### config.mk
export PLATFORM = sky130hd
export DESIGN_NAME = nfba_ctrl
export DESIGN_NICKNAME = d
export VERILOG_FILES = /design/src/rtl/nfba_pkg.sv /design/src/rtl/nfba_ctrl.sv
export VERILOG_INCLUDE_DIRS = /design/src /design/src/rtl
export SDC_FILE = /design/constraint.sdc
export NUM_CORES = 1
export LEC_CHECK = 0
export BUFFER_PORTS_ARGS = -buffer_cell sky130_fd_sc_hd__buf_2
export CAP_MARGIN = 5
export CORE_MARGIN = 4
export CORE_UTILIZATION = 41
export CTS_CLUSTER_SIZE = 28
export DETAILED_ROUTE_END_ITERATION = 12
export GPL_TIMING_DRIVEN = 0
export PLACE_DENSITY = 0.73
export SKIP_CTS_REPAIR_TIMING = 1
export SLEW_MARGIN = 20
export SYNTH_ARGS = -nofsm -noshare
export SYNTH_HDL_FRONTEND = slang
export SYNTH_SLANG_ARGS = --single-unit
### constraint.sdc
create_clock -name clk -period 2.5 [get_ports clk]
set_input_delay 0.625 -clock clk [delete_from_list [all_inputs] [get_ports clk]]
set_output_delay 0.625 -clock clk [all_outputs]
set_load 0.05 [all_outputs]
### src/rtl/next_fit_block_allocator_defines.svh
// ----------------------------------------------------------------------------
// next_fit_block_allocator_defines
// Assertion macros shared by the allocator RTL.
// ----------------------------------------------------------------------------
`ifndef NEXT_FIT_BLOCK_ALLOCATOR_DEFINES_SVH
`define NEXT_FIT_BLOCK_ALLOCATOR_DEFINES_SVH
`ifndef ASSERT_OFF
`define NFBA_ASSERT(lbl, prop, msg) \
  lbl: assert property (@(posedge clk) disable iff (!rst_n) (prop)) else $error(msg);
`define NFBA_ASSERT_NEXT(lbl, ante, cons, msg) \
  lbl: assert property (@(posedge clk) disable iff (!rst_n) (ante) |=> (cons)) else $error(msg);
`else
`define NFBA_ASSERT(lbl, prop, msg)
`define NFBA_ASSERT_NEXT(lbl, ante, cons, msg)
`endif
`endif

### src/rtl/nfba_pkg.sv
// ----------------------------------------------------------------------------
// nfba_pkg
// Constants, codes and control types of the next-fit block allocator.
// ----------------------------------------------------------------------------
`default_nettype none
package nfba_pkg;

  localparam int NUM_SUBHEAPS  = 4;
  localparam int SUBHEAP_WORDS = 1024;
  localparam int WORD_BYTES    = 8;

  localparam int SLOT_W   = $clog2(NUM_SUBHEAPS);
  localparam int IDX_W    = $clog2(SUBHEAP_WORDS);
  localparam int LINK_W   = IDX_W + 1;
  localparam int ADDR_W   = SLOT_W + IDX_W;
  localparam int MW       = $clog2(SUBHEAP_WORDS + 1);
  localparam int CLEN_W   = $clog2(NUM_SUBHEAPS + 1);
  localparam int WALK_LIMIT = 4 * SUBHEAP_WORDS + 4;
  localparam int STEP_W   = $clog2(WALK_LIMIT + 1);
  localparam int WB_SHIFT = $clog2(WORD_BYTES);

  localparam int EB_W    = 13;
  localparam int EPS_W   = 16;
  localparam int CNT_W   = 16;
  localparam int FSLOT_W = 2;
  localparam int OFF_W   = 10;
  localparam int ST_W    = 3;
  localparam int PROD_W  = EB_W + EPS_W;
  localparam int GEO_W   = PROD_W;

  localparam int IN_DATA_W  = 32;
  localparam int OUT_DATA_W = 16;
  localparam int CFG_DATA_W = 16;

  localparam logic [EB_W-1:0]  EB_RESET  = 13'd8;
  localparam logic [EPS_W-1:0] EPS_RESET = 16'd1000;

  localparam logic CFG_EB  = 1'b0;
  localparam logic CFG_EPS = 1'b1;

  localparam logic FUNC_ALLOC = 1'b0;

  localparam logic [ST_W-1:0] ST_OK        = 3'd0;
  localparam logic [ST_W-1:0] ST_TOO_LARGE = 3'd1;
  localparam logic [ST_W-1:0] ST_NO_SLOT   = 3'd2;
  localparam logic [ST_W-1:0] ST_BAD_FREE  = 3'd3;
  localparam logic [ST_W-1:0] ST_BAD_CFG   = 3'd4;

  typedef enum logic [4:0] {
    OP_NOP,
    OP_MUL,
    OP_GEOM,
    OP_RESULT,
    OP_FREE_RD,
    OP_FREE_WR,
    OP_SCAN_NEXT,
    OP_WALK_INIT,
    OP_W_RD,
    OP_W_V,
    OP_M_RD,
    OP_M_MERGE,
    OP_M_END,
    OP_W_NXT,
    OP_W_NV,
    OP_ACT,
    OP_ACT2,
    OP_SPLIT_RD,
    OP_SPLIT_WR,
    OP_SPLIT_FIN
  } op_t;

  typedef struct packed {
    op_t             op;
    logic [ST_W-1:0] code;
  } cmd_t;

  typedef struct packed {
    logic func;
    logic too_large;
    logic oversize;
    logic free_bad;
    logic scan_end;
    logic scan_fit;
    logic no_slot;
    logic step_limit;
    logic rd_used;
    logic merge_limit;
    logic fit;
    logic wrap;
    logic loops;
  } stat_t;

endpackage
`default_nettype wire

### src/rtl/nfba_ctrl.sv
// ----------------------------------------------------------------------------
// nfba_ctrl
// Controller: sequences geometry, free, chain scan, next-fit walk and split.
// ----------------------------------------------------------------------------
`default_nettype none
`include "next_fit_block_allocator_defines.svh"
module nfba_ctrl (
  input  wire              clk,
  input  wire              rst_n,
  input  wire              in_fire,
  input  nfba_pkg::stat_t  stat,
  output nfba_pkg::cmd_t   cmd,
  output logic             idle
);

  typedef enum logic [4:0] {
    S_IDLE, S_MUL, S_GEOM, S_CHECK, S_FREE_RD, S_FREE_WR, S_SCAN, S_WALK_INIT,
    S_W_CHK, S_W_V, S_M_RD, S_M_CHK, S_M_END, S_W_FIT, S_W_NV, S_ACT, S_ACT2,
    S_SPLIT_RD, S_SPLIT_WR, S_SPLIT_FIN, S_RESULT
  } state_t;

  state_t                        state_r, state_nxt;
  logic [nfba_pkg::ST_W-1:0]     code_r, code_nxt;

  assign idle = (state_r == S_IDLE);

  always_comb begin
    state_nxt = state_r;
    code_nxt  = code_r;
    cmd.op    = nfba_pkg::OP_NOP;
    cmd.code  = code_r;
    unique case (state_r)
      S_IDLE: begin
        if (in_fire) state_nxt = S_MUL;
      end
      S_MUL: begin
        cmd.op    = nfba_pkg::OP_MUL;
        state_nxt = S_GEOM;
      end
      S_GEOM: begin
        cmd.op    = nfba_pkg::OP_GEOM;
        state_nxt = S_CHECK;
      end
      S_CHECK: begin
        priority if (stat.too_large) begin
          code_nxt  = nfba_pkg::ST_BAD_CFG;
          state_nxt = S_RESULT;
        end else if (stat.func != nfba_pkg::FUNC_ALLOC) begin
          if (stat.free_bad) begin
            code_nxt  = nfba_pkg::ST_BAD_FREE;
            state_nxt = S_RESULT;
          end else begin
            state_nxt = S_FREE_RD;
          end
        end else if (stat.oversize) begin
          code_nxt  = nfba_pkg::ST_TOO_LARGE;
          state_nxt = S_RESULT;
        end else begin
          state_nxt = S_SCAN;
        end
      end
      S_FREE_RD: begin
        cmd.op    = nfba_pkg::OP_FREE_RD;
        state_nxt = S_FREE_WR;
      end
      S_FREE_WR: begin
        cmd.op    = nfba_pkg::OP_FREE_WR;
        code_nxt  = nfba_pkg::ST_OK;
        state_nxt = S_RESULT;
      end
      S_SCAN: begin
        priority if (stat.scan_end) begin
          if (stat.no_slot) begin
            code_nxt  = nfba_pkg::ST_NO_SLOT;
            state_nxt = S_RESULT;
          end else begin
            state_nxt = S_ACT;
          end
        end else if (stat.scan_fit) begin
          state_nxt = S_WALK_INIT;
        end else begin
          cmd.op = nfba_pkg::OP_SCAN_NEXT;
        end
      end
      S_WALK_INIT: begin
        cmd.op    = nfba_pkg::OP_WALK_INIT;
        state_nxt = S_W_CHK;
      end
      S_W_CHK: begin
        if (stat.step_limit) begin
          cmd.op    = nfba_pkg::OP_SCAN_NEXT;
          state_nxt = S_SCAN;
        end else begin
          cmd.op    = nfba_pkg::OP_W_RD;
          state_nxt = S_W_V;
        end
      end
      S_W_V: begin
        cmd.op    = nfba_pkg::OP_W_V;
        state_nxt = stat.rd_used ? S_W_FIT : S_M_RD;
      end
      S_M_RD: begin
        if (stat.merge_limit) begin
          state_nxt = S_M_END;
        end else begin
          cmd.op    = nfba_pkg::OP_M_RD;
          state_nxt = S_M_CHK;
        end
      end
      S_M_CHK: begin
        if (!stat.rd_used) begin
          cmd.op    = nfba_pkg::OP_M_MERGE;
          state_nxt = S_M_RD;
        end else begin
          state_nxt = S_M_END;
        end
      end
      S_M_END: begin
        cmd.op    = nfba_pkg::OP_M_END;
        state_nxt = S_W_FIT;
      end
      S_W_FIT: begin
        if (stat.fit) begin
          state_nxt = S_SPLIT_RD;
        end else begin
          cmd.op    = nfba_pkg::OP_W_NXT;
          state_nxt = S_W_NV;
        end
      end
      S_W_NV: begin
        if (stat.wrap && stat.loops) begin
          cmd.op    = nfba_pkg::OP_SCAN_NEXT;
          state_nxt = S_SCAN;
        end else begin
          cmd.op    = nfba_pkg::OP_W_NV;
          state_nxt = S_W_CHK;
        end
      end
      S_ACT: begin
        cmd.op    = nfba_pkg::OP_ACT;
        state_nxt = S_ACT2;
      end
      S_ACT2: begin
        cmd.op    = nfba_pkg::OP_ACT2;
        state_nxt = S_SPLIT_RD;
      end
      S_SPLIT_RD: begin
        cmd.op    = nfba_pkg::OP_SPLIT_RD;
        state_nxt = S_SPLIT_WR;
      end
      S_SPLIT_WR: begin
        cmd.op    = nfba_pkg::OP_SPLIT_WR;
        state_nxt = S_SPLIT_FIN;
      end
      S_SPLIT_FIN: begin
        cmd.op    = nfba_pkg::OP_SPLIT_FIN;
        state_nxt = S_IDLE;
      end
      S_RESULT: begin
        cmd.op    = nfba_pkg::OP_RESULT;
        state_nxt = S_IDLE;
      end
      default: begin
        state_nxt = S_IDLE;
      end
    endcase
  end

  always_ff @(posedge clk) begin
    if (!rst_n) begin
      state_r <= S_IDLE;
      code_r  <= nfba_pkg::ST_OK;
    end else begin
      state_r <= state_nxt;
      code_r  <= code_nxt;
    end
  end

  `NFBA_ASSERT(a_fire_idle, !in_fire || (state_r == S_IDLE), "item taken while busy")
  `NFBA_ASSERT_NEXT(a_split_done, state_r == S_SPLIT_FIN, state_r == S_IDLE, "split did not finish")
  `NFBA_ASSERT_NEXT(a_result_done, state_r == S_RESULT, state_r == S_IDLE, "result did not finish")

endmodule
`default_nettype wire

# Word level (Yosys, flattened, before mapping)
# Index checks and enable logic that the tools add are counted.
[totals]
ff_bits = 8
inputBits = 16
out_inout_bits = 9
elab_cells = 63
[classes]
n_eq_ne = 26
muxes = 30
reduce_logical = 5
[ops]
columns = ["op", "count"]
rows = [
  ["$pmux 5 s19", 2],
  ["$mux 5", 9],
  ["$eq 5x4->1 const B", 8],
  ["$mux 3", 11],
  ["$mux 4", 7],
  ["$eq 5x5->1 const B", 5],
  ["$eq 5x3->1 const B", 4],
  ["$eq 5x2->1 const B", 2],
  ["$pmux 3 s3", 1],
  ["$ne 4x4->1 const B", 2],
  ["$ne 2x2->1 const B", 3],
  ["$eq 5x1->1 const B", 1],
  ["$logic_not 5->1", 1],
  ["$reduce_and 5->1", 1],
  ["$ne 3x3->1 const B", 1],
  ["$reduce_bool 3->1", 1],
  ["$reduce_and 2->1", 1],
  ["$logic_and 1x1->1", 1],
]

# Depth between registers and ports, before layout
[depth]
depth_word = 4
mapped_depth = 6
ltp_nobuf = 4

# Worst setup path after synthesis
# No wires, ideal clock.
[synth_path]
kind = "input -> output"
startpoint = "in stat[4] (netlist name)"
endpoint = "out cmd[4] (netlist name)"
t_arrival_ns = 1.794
t_required_ns = 1.875
path_slack_ns = 0.081
stages = 3
n_path_buf = 0
cell_sequence = "mux2i_1 mux2i_1 o221ai_1"
[synth_lines]
columns = ["item", "line", "text"]
rows = [
  ["start: declaration", "nfba_ctrl.sv:11", "input nfba_pkg::stat_t stat,"],
  ["end: declaration", "nfba_ctrl.sv:12", "output nfba_pkg::cmd_t cmd,"],
]

==> flow_summary.toml <==
[grt]
met1_usage_pct = 24.1
met2_usage_pct = 31.7
antenna_found_initial = 0
grt_max_degree = 11
busiest_layer = "met2"
grt_pass1_wl_mm = 4.86
grtUsageMet3_pct = 3.71
grt_usage_pct = 18.7
grt_pass1_vias = 1053
grt-ovfl-total = 0

[setup_path]
critPathArrivalTime_ns = 1.80
crit_type = "reg -> out"
worstPathRequired_ns = 1.88
critical_path.slowest_cell = "dfxtp_1"
crit_family = "compound AO/OA/AOI/OAI gates"
path_max_fanout = 10
start_kind = "flop"
cp_num_buf_inv = 2
endpoint_kind = "output port"
slowest_delay_ns = 0.32
path_cells = "clkbuf_4, nor2_4, o21ai_0, a31oi_1, o221ai_1, buf_4"

[floorplanning]
rows = 17
start_util_pct = 43.0
dieArea_um2 = 3150
dieWidth_um = 56.2
ioPinCount = 25
die_y_um = 56.2
placeableCoreArea_um2 = 2210

[power]
leakage_nw = 0.522
p_per_area_nw_per_um2 = 486
peakVddDrop_v = 0.000329
power_mw = 0.583

[logic_synthesis]
synth_area_leaders = "dfxtp_1, mux2i_1, o21ai_0"
synthCells = 128
synth_area_um2 = 951
synth_top_area_share_pct = 16.8
yosysWarningCount = 0
ys_seq_elements = 8
synth_ff_type = "dfxtp_1"
yosysMostFrequentCell = "nand2_1"
synth_largest_area_cell = "dfxtp_1"
synthTopCellsByCount = "nand2_1, o21ai_0, dfxtp_1, inv_1, nor2_1"
async_flop_share_pct = 0
ys_seq_area_share_pct = 16.8
syn_nets = 144
avgSynthCellArea_um2 = 7.43
synth_cell_types = 52
synth_edf_count = 0

[layout]
area_delta_synth_final_pct = 26.3
final_nets = 173
drive_gt1_share_pct = 32.9
fillers = 219
antenna_cells = 0

[route]
postRouteAntennaNets = 0
wirelength_mm = 2.83
wire_per_inst_um = 15.5
drt-initial-drc-count = 52
firstDrtPassIters = 4
via_count = 1136
drt-vias-per-instance = 6.21
drc = 0

[run]
cap_violations = 0

[timing]
tightest_slew_ns = 0.422
hold_viol = 0
min_period_over_period_pct = 96.9
holdWs_ns = 0.457
worst_slack_ns = 0.0785
period_minus_slack_ns = 2.42
clock_skew_ns = 0.00657
setup_viol = 0
setup_tns_ns = 0
slew_viol_final = 0
slew_headroom_pct = 71.1
clock.fmax_mhz = 413

[placement]
gp_congestion = 0.964
dp_hpwl_mm = 2.24
dp_slack_ns = -0.0701
place.port_buffers = 24

[clocking]
clk_pin_slew_ns = 0.06
cts_sinks = 8
htree_levels = 1
tritoncts = "yes"
cts_root_buf = "clkbuf_4"
clock_path_buffers = 2
clk_latency_ns = 0.25
cts_buffers = 3

[run_status]
status = "completed"

[min_path]
hold_path_class = "reg -> reg"
-- layout make-up --
type                    instances  area, µm²  area share (%)
flip-flops and latches          8        165            13.7
inverters                       7       26.3            2.19
clock buffers                   3       22.5            1.88
well taps                      28       35.0            2.92
plain buffers                  10       78.8            6.56
multi-input cells             103        742            61.8
repair buffers                 24        131            10.9
-- report_power, final --
part           leakage (nW)  internal (mW)  switching [mW]
combinational         0.442          0.124           0.210
clock                0.0138         0.0549          0.0431
sequential           0.0662          0.140          0.0120
total                 0.522          0.318           0.265
-- kinds of logic after synthesis --
| group | share of synthesized area, % |
|---|---|
| compound gates | 33.0 |
| xor+xnor | 0.921 |
| buf+inv | 10.5 |
| flops | 16.8 |
| mux | 7.50 |
| simple gates | 31.2 |
-- layout by cell type (no fill, tap or decap), types with 2 or more instances in the layout --
cell,n
nor2b_1,5
a31oi_1,2
clkbuf_4,6
mux2i_1,5
and3b_1,4
inv_1,7
a211oi_1,3
o21ai_0,9
a21oi_1,6
nand2b_1,2
buf_6,3
nor3b_1,3
and2_1,2
buf_2,21
o41a_1,2
nor3_1,2
dfxtp_1,6
nor2_1,6
nand3b_1,2
a211o_1,2
buf_4,6
nand2_1,13
-- state kept, by name (all words and copies together), names as in the netlist --
signal   flops
state_r      5
code_r       3
-- tightest hold or removal path, delay by kind of cell, from the launching register on --
kind          cells  cell delay, ns
mux               1            0.05
flops             1            0.30
simple gates      1            0.05
-- worst paths after layout --
kind | start | to | slack, ns | cells after the start
setup / recovery | state_r[0] | cmd[4] | 0.08 | 6
hold / removal | code_r[1] | code_r[1] | 0.46 | 2
hold reg to reg | code_r[1] | code_r[1] | 0.46 | 2
setup reg to reg | state_r[4] | state_r[0] | 0.87 | 5
-- routing by layer --
metal	part of all wire, %	vias up
met2	48	79
met5	0	-
li1	-	541
met4	1.4	0
met1	41	507
met3	10	9
-- stage by stage --
stage          util, %  std cells  instance area [µm²]
4_1_cts           51.0        183                 1130
5_1_grt           54.3        183                 1200
6_report          54.3        183                 1200
2_1_floorplan        -        128                  951
3_3_place_gp      50.0        180                 1110
3_5_place_dp      50.0        180                 1110
No activity file was read; power rests on OpenSTA's default activity.
